**config.mk**
```make
export PLATFORM = sky130hd
export DESIGN_NAME = utf8_to_utf16_decoder_unit
export DESIGN_NICKNAME = d
export VERILOG_FILES = /design/src/design/utd_pkg.sv /design/src/design/utf8_to_utf16_decoder_unit.sv /design/src/design/utd_decode.sv /design/src/design/utd_out_buf.sv
export SDC_FILE = /design/constraint.sdc
export NUM_CORES = 1
export LEC_CHECK = 0
export BUFFER_PORTS_ARGS = -buffer_cell sky130_fd_sc_hd__buf_2
export CELL_PAD_IN_SITES_DETAIL_PLACEMENT = 0
export CELL_PAD_IN_SITES_GLOBAL_PLACEMENT = 2
export CORE_MARGIN = 2
export CORE_UTILIZATION = 40
export CTS_BUF_LIST = sky130_fd_sc_hd__clkbuf_16
export DETAILED_ROUTE_END_ITERATION = 10
export PLACE_DENSITY = 0.94
export SLEW_MARGIN = 20
export SYNTH_ARGS = -nofsm -noshare
export SYNTH_HDL_FRONTEND = slang
export SYNTH_SLANG_ARGS = --single-unit
export TNS_END_PERCENT = 50
```
**constraint.sdc**
```tcl
create_clock -name clk -period 6.24 [get_ports clk]
set_input_delay 1.248 -clock clk [delete_from_list [all_inputs] [get_ports clk]]
set_output_delay 1.248 -clock clk [all_outputs]
set_load 0.02 [all_outputs]
```
**src/design/utd_pkg.sv**
```systemverilog
// shared types and constants for the utf-8 to utf-16 decoder
package utd_pkg;

  // one input beat: a utf-8 byte and its end-of-text flag
  typedef struct packed {
    logic [7:0] data_byte;
    logic       end_of_text;
  } in_beat_t;

  // one output beat: a utf-16 code unit with its status and markers
  typedef struct packed {
    logic [15:0] code_unit;
    logic [1:0]  status;
    logic        run_last;
    logic        text_done;
  } out_beat_t;

  // status codes
  localparam logic [1:0] STATUS_OK        = 2'd0;
  localparam logic [1:0] STATUS_ILLEGAL   = 2'd1;
  localparam logic [1:0] STATUS_TRUNCATED = 2'd2;

  // extra limit on the first continuation byte, chosen by the lead byte
  typedef enum logic [2:0] {
    RULE_NONE   = 3'd0,
    RULE_MIN_A0 = 3'd1,
    RULE_MAX_9F = 3'd2,
    RULE_MIN_90 = 3'd3,
    RULE_MAX_8F = 3'd4,
    RULE_FAIL   = 3'd5
  } rule_t;

  // byte boundaries
  localparam logic [7:0] ASCII_LIMIT    = 8'h80;
  localparam logic [7:0] LEAD_MIN       = 8'hC2;
  localparam logic [7:0] LEAD3_MIN      = 8'hE0;
  localparam logic [7:0] LEAD4_MIN      = 8'hF0;
  localparam logic [7:0] LEAD_LIMIT     = 8'hF8;
  localparam logic [7:0] LEAD3_LOW      = 8'hE0;
  localparam logic [7:0] LEAD3_SURR     = 8'hED;
  localparam logic [7:0] LEAD4_LOW      = 8'hF0;
  localparam logic [7:0] LEAD4_TOP      = 8'hF4;
  localparam logic [7:0] CONT_BOUND_A0  = 8'hA0;
  localparam logic [7:0] CONT_BOUND_90  = 8'h90;

  // code point and surrogate constants
  localparam logic [20:0] SUPP_BASE = 21'h10000;
  localparam logic [15:0] HIGH_SURR = 16'hD800;
  localparam logic [15:0] LOW_SURR  = 16'hDC00;

  // results produced by one byte
  typedef struct packed {
    logic [1:0] count;
    out_beat_t  first;
    out_beat_t  second;
  } step_t;

endpackage

```
**src/design/utf8_to_utf16_decoder_unit.sv**
```systemverilog
// utf-8 to utf-16 decoder top level
// results: a byte's code units go into the result register behind any held beats
// throughput: one byte per cycle; a byte waits only while the result register has
//   no room for its code units, which happens only when the result side stalls
// reset: synchronous rst clears the decode state and empties the result register
module utf8_to_utf16_decoder_unit
  import utd_pkg::*;
(
  input  logic      clk,
  input  logic      rst,
  input  logic      text_valid,
  output logic      text_ready,
  input  in_beat_t  text_byte,
  output logic      unit_valid,
  input  logic      unit_ready,
  output out_beat_t unit
);

  step_t step;
  logic  accept;

  assign accept = text_valid && text_ready;

  // per-byte decode
  utd_decode u_decode (
    .clk    (clk),
    .rst    (rst),
    .accept (accept),
    .beat   (text_byte),
    .step   (step)
  );

  // result register
  utd_out_buf u_out_buf (
    .clk        (clk),
    .rst        (rst),
    .push       (accept),
    .step       (step),
    .can_take   (text_ready),
    .unit_valid (unit_valid),
    .unit_ready (unit_ready),
    .unit       (unit)
  );

endmodule

```
**src/design/utd_decode.sv**
```systemverilog
// running decode state and per-byte result logic
module utd_decode
  import utd_pkg::*;
(
  input  logic     clk,
  input  logic     rst,
  input  logic     accept,
  input  in_beat_t beat,
  output step_t    step
);

  logic [1:0]  bytes_remaining, bytes_remaining_next;
  logic [20:0] partial_value, partial_value_next;
  rule_t       second_byte_rule, second_byte_rule_next;
  logic        error_pending, error_pending_next;
  logic        discarding, discarding_next;

  logic [7:0]  b;
  logic        fin;
  logic        rule_ok;
  logic        cont_ok;
  logic [20:0] shifted;
  logic [20:0] offset;
  logic [1:0]  rem_dec;
  logic        done;
  out_beat_t   r0, r1;
  logic [1:0]  n;

  assign b   = beat.data_byte;
  assign fin = beat.end_of_text;

  // limit check on the first continuation byte
  always_comb begin
    unique case (second_byte_rule)
      RULE_NONE:   rule_ok = 1'b1;
      RULE_MIN_A0: rule_ok = (b >= CONT_BOUND_A0);
      RULE_MAX_9F: rule_ok = (b < CONT_BOUND_A0);
      RULE_MIN_90: rule_ok = (b >= CONT_BOUND_90);
      RULE_MAX_8F: rule_ok = (b < CONT_BOUND_90);
      default:     rule_ok = 1'b0;
    endcase
  end

  assign cont_ok = (b[7:6] == 2'b10) && rule_ok;
  assign shifted = {partial_value[14:0], b[5:0]};
  assign offset  = shifted - SUPP_BASE;
  assign rem_dec = bytes_remaining - 2'd1;

  // next state and results for the byte at the input
  always_comb begin
    bytes_remaining_next  = bytes_remaining;
    partial_value_next    = partial_value;
    second_byte_rule_next = second_byte_rule;
    error_pending_next    = error_pending;
    discarding_next       = discarding;
    n    = 2'd0;
    done = 1'b0;
    r0   = '0;
    r1   = '0;

    if (discarding) begin
      if (fin) discarding_next = 1'b0;
    end else if (bytes_remaining == 2'd0) begin
      if (b < ASCII_LIMIT) begin
        r0.code_unit = {8'h00, b};
        r0.status    = STATUS_OK;
        n    = 2'd1;
        done = fin;
      end else if (b < LEAD_MIN || b >= LEAD_LIMIT) begin
        r0.status       = STATUS_ILLEGAL;
        n               = 2'd1;
        done            = 1'b1;
        discarding_next = !fin;
      end else begin
        if (b < LEAD3_MIN) begin
          bytes_remaining_next  = 2'd1;
          partial_value_next    = {16'd0, b[4:0]};
          second_byte_rule_next = RULE_NONE;
        end else if (b < LEAD4_MIN) begin
          bytes_remaining_next  = 2'd2;
          partial_value_next    = {17'd0, b[3:0]};
          second_byte_rule_next = (b == LEAD3_LOW)  ? RULE_MIN_A0 :
                                  (b == LEAD3_SURR) ? RULE_MAX_9F : RULE_NONE;
        end else begin
          bytes_remaining_next  = 2'd3;
          partial_value_next    = {18'd0, b[2:0]};
          second_byte_rule_next = (b == LEAD4_LOW) ? RULE_MIN_90 :
                                  (b == LEAD4_TOP) ? RULE_MAX_8F :
                                  (b >  LEAD4_TOP) ? RULE_FAIL   : RULE_NONE;
        end
        error_pending_next = 1'b0;
        if (fin) begin
          r0.status             = STATUS_TRUNCATED;
          n                     = 2'd1;
          done                  = 1'b1;
          bytes_remaining_next  = 2'd0;
          partial_value_next    = '0;
          second_byte_rule_next = RULE_NONE;
        end
      end
    end else begin
      second_byte_rule_next = RULE_NONE;
      error_pending_next    = error_pending | !cont_ok;
      if (rem_dec == 2'd0) begin
        if (error_pending_next) begin
          r0.status       = STATUS_ILLEGAL;
          n               = 2'd1;
          done            = 1'b1;
          discarding_next = !fin;
        end else if (shifted >= SUPP_BASE) begin
          // supplementary character: high then low surrogate
          r0.code_unit = HIGH_SURR | {6'd0, offset[19:10]};
          r1.code_unit = LOW_SURR  | {6'd0, offset[9:0]};
          r0.status    = STATUS_OK;
          r1.status    = STATUS_OK;
          n    = 2'd2;
          done = fin;
        end else begin
          r0.code_unit = shifted[15:0];
          r0.status    = STATUS_OK;
          n    = 2'd1;
          done = fin;
        end
        bytes_remaining_next  = 2'd0;
        partial_value_next    = '0;
        second_byte_rule_next = RULE_NONE;
        error_pending_next    = 1'b0;
      end else if (fin) begin
        r0.status             = STATUS_TRUNCATED;
        n                     = 2'd1;
        done                  = 1'b1;
        bytes_remaining_next  = 2'd0;
        partial_value_next    = '0;
        second_byte_rule_next = RULE_NONE;
        error_pending_next    = 1'b0;
      end else begin
        bytes_remaining_next = rem_dec;
        partial_value_next   = shifted;
      end
    end

    // markers go on the last result of the byte
    r0.run_last  = (n == 2'd1);
    r0.text_done = (n == 2'd1) && done;
    r1.run_last  = 1'b1;
    r1.text_done = done;
  end

  assign step.count  = n;
  assign step.first  = r0;
  assign step.second = r1;

  // decode state registers
  always_ff @(posedge clk) begin
    if (rst) begin
      bytes_remaining  <= 2'd0;
      partial_value    <= '0;
      second_byte_rule <= RULE_NONE;
      error_pending    <= 1'b0;
      discarding       <= 1'b0;
    end else if (accept) begin
      bytes_remaining  <= bytes_remaining_next;
      partial_value    <= partial_value_next;
      second_byte_rule <= second_byte_rule_next;
      error_pending    <= error_pending_next;
      discarding       <= discarding_next;
    end
  end

endmodule

```
**src/design/utd_out_buf.sv**
```systemverilog
// two-entry result register that hands out one code unit per cycle while the result side is ready
module utd_out_buf
  import utd_pkg::*;
(
  input  logic      clk,
  input  logic      rst,
  input  logic      push,
  input  step_t     step,
  output logic      can_take,
  output logic      unit_valid,
  input  logic      unit_ready,
  output out_beat_t unit
);

  logic [1:0] count, count_next;
  out_beat_t  slot0, slot0_next;
  out_beat_t  slot1, slot1_next;
  logic       pop;
  logic [1:0] kept;
  out_beat_t  head;

  assign pop        = unit_valid && unit_ready;
  assign unit_valid = (count != 2'd0);
  assign unit       = slot0;
  // beats left after the current one leaves, and the one that becomes the head
  assign kept       = count - {1'b0, pop};
  assign head       = pop ? slot1 : slot0;
  // room for the results of the byte at the input once the current beat leaves
  assign can_take   = (step.count == 2'd0) || (kept == 2'd0) ||
                      ((kept == 2'd1) && (step.count == 2'd1));

  // append new results behind what is kept, or shift down after a pop
  always_comb begin
    count_next = count;
    slot0_next = slot0;
    slot1_next = slot1;
    if (push && step.count != 2'd0) begin
      if (kept == 2'd0) begin
        count_next = step.count;
        slot0_next = step.first;
        slot1_next = step.second;
      end else begin
        count_next = 2'd2;
        slot0_next = head;
        slot1_next = step.first;
      end
    end else if (pop) begin
      count_next = count - 2'd1;
      slot0_next = slot1;
    end
  end

  always_ff @(posedge clk) begin
    if (rst) begin
      count <= 2'd0;
    end else begin
      count <= count_next;
    end
  end

  always_ff @(posedge clk) begin
    slot0 <= slot0_next;
    slot1 <= slot1_next;
  end

endmodule

```
==> impl_metrics.ini <==
[drt]
drtPass1Iterations = 4
vias = 2735
routed_wl_microns = 8611
via_per_inst = 5.628
drc_errors = 0
first_iter_violations = 166
ant_nets = 0
wl_per_cell_microns = 17.72

[synthesis]
synth_seq_area_share = 0.4310
ys_types = 52
synth_nets = 373
synth-edff-count = 20
ys_ff_latch = 64
syn_area_sq_um = 3437
yosys.area.top_type = dfxtp_1
synth_top_area_frac = 0.2563
synthFlopType = dfxtp_1
synthCells = 354
yosys_warnings = 0
async_flop_share = 0
avgSynthCellArea_sq_um = 9.709
synthTopCellsByArea = dfxtp_1 26%, edfxtp_1 17%, mux2i_1 12%

[critical_path]
crit_fanout = 17
cp.required_ns = 4.99
critPathKind = input pin to primary output
worstPathArrival_ns = 3.58
crit_path_end_kind = primary output
critPathLaunchType = input pin

[grt]
met3_usage = 0.05347
grt_pass1_wl_microns = 14320
grt_max_degree = 29
antenna_found_initial = 0
use_met2 = 0.2911
grt_overflow = 0
grt_usage = 0.1905
grt_pass1_vias = 2626
gr-max-usage-layer = met2
use_met1 = 0.2675

[run_status]
status = completed

[timing]
tightest_slew_ns = 0.8274
fmax_ghz = 0.2072
min_period_over_period = 0.7736
setup-tns-final_ns = 0
fin_crit_ns = 4.827
clock_skew_ns = 0.007864
maxSlewHeadroom = 0.4484
setup_viol = 0
drv_slew = 0
finalHoldViolations = 0
hold_ws_ns = 0.4775
finalWorstSetupSlack_ns = 1.413
grt_setup_unrepaired = no

[clocking]
cts-root-buf = clkbuf_16
htree_levels = 3
post_cts_buffers = 0
cts_made_buffers = 9
cts_resized = 0
clock-sinks = 64
cts_buffer_depth = 2
clkLatencyLatePin_ns = 0.33
hold_buffers = 0
clkTransAtPathRegs_ns = 0.06
cts_tree = yes

[power_and_ir_drop]
ir_worst_vdd_mv = 0.1602
p_leak_nw = 1.510
power_density_nw_per_um2 = 436.4
p_total_mw = 1.733

[floorplan]
std_cell_rows = 33
die_y_microns = 96.70
initial_core_util = 0.4162
die_w_microns = 96.70
core-area_sq_um = 8258
dieArea_sq_um = 9350
pin_count = 35

[layout]
antennaDiodeCount = 0
area_growth_pct = 15.54
nets = 395
final_common_cell = dfxtp_1
final_cell_mix = 44 x dfxtp_1, 40 x mux2i_1, 34 x buf_2
drive_gt1_frac = 0.1706
fillers = 789

[flow_run]
maxCapViolCount = 0

[placement]
numPortBuffers = 34
gp_congestion = 0.8644
dp_worst_setup_slack_ns = 1.430
dp_hpwl_microns = 6170

[hold_path]
hp-class = flip-flop to flip-flop
==> registers in the layout, summed over array words and instances, names as in the netlist <==
signal                     flops
u_decode.bytes_remaining       2
u_decode.second_byte_rule      3
u_out_buf.count                2
u_decode.error_pending         1
u_out_buf.slot1               20
u_decode.discarding            1
u_out_buf.unit                20
u_decode.partial_value        15
==> through the flow <==
stage          instances  cell area [sq um]    util
6_report             486               3971  0.4809
5_1_grt              486               3971  0.4809
4_1_cts              486               3965  0.4802
3_5_place_dp         470               3637  0.4405
3_3_place_gp         470               3637  0.4405
2_1_floorplan        354               3437       -
==> layer usage <==
| layer | vias to the layer above | share of wire | routed length, microns |
|---|---|---|---|
| met1 | 1288 | 0.47 | 4064 |
| met3 | 9 | 0.056 | 486 |
| met4 | 0 | 0.011 | 93 |
| met5 | - | 0 | 0 |
| li1 | 1355 | - | - |
| met2 | 83 | 0.46 | 3966 |
==> report_power, final <==
group	internal (mW)	switching, mW	leakage, nW
clock	0.353	0.193	0.157
sequential	0.549	0.0416	0.554
combinational	0.221	0.375	0.800
==> cell usage after synthesis, drive strengths merged (5+ instances only) <==
master / number
a21o: 11
nor2: 12
inv: 8
a22oi: 6
a211oi: 5
clkbuf: 15
and3: 7
o21ai: 17
o211ai: 7
nand2: 27
nor3: 8
mux2i: 40
nor2b: 8
dfxtp: 44
and2: 5
a21oi: 11
nand2b: 22
edfxtp: 20
nand3: 9
buf: 12
a22o: 7
ha: 6
==> logic make-up after synthesis <==
family | share of synthesized area
flip-flops | 0.4310
adder cells (fa/ha/maj) | 0.02184
buffers and inverters | 0.04914
AND/OR/NAND/NOR | 0.1948
AO/OA/AOI/OAI | 0.1766
XOR/XNOR | 0.01019
multiplexers | 0.1165
==> worst paths after layout <==
check	slack (ns)	end	cells after the start	startpoint
setup / recovery	1.41	text_ready	8	text_byte[4]
hold / removal	0.48	u_decode.error_pending	2	u_decode.error_pending
setup reg to reg	2.56	u_decode.partial_value[13]	12	u_out_buf.count[0]
hold reg to reg	0.48	u_decode.error_pending	2	u_decode.error_pending
==> area by class of cell <==
cell class / count / area, sq um / area share
inverters: 8 / 30.03 / 0.007561
well taps: 105 / 131.4 / 0.03308
clock buffers: 9 / 225.2 / 0.05671
flip-flops and latches: 64 / 1481 / 0.3730
multi-input cells: 255 / 1800 / 0.4534
repair buffers: 38 / 200.2 / 0.05041
clock inverters: 7 / 102.6 / 0.02583
==> worst max-delay path, cell delays in order <==
cell and delay, ns:
buf_2 0.16, or4_4 0.56, nor3_1 0.25, a21o_1 0.47, and2_1 0.43, nor4_1 0.13, nor2_1 0.15, buf_2 0.19
No activity file was read; power rests on OpenSTA's default activity.
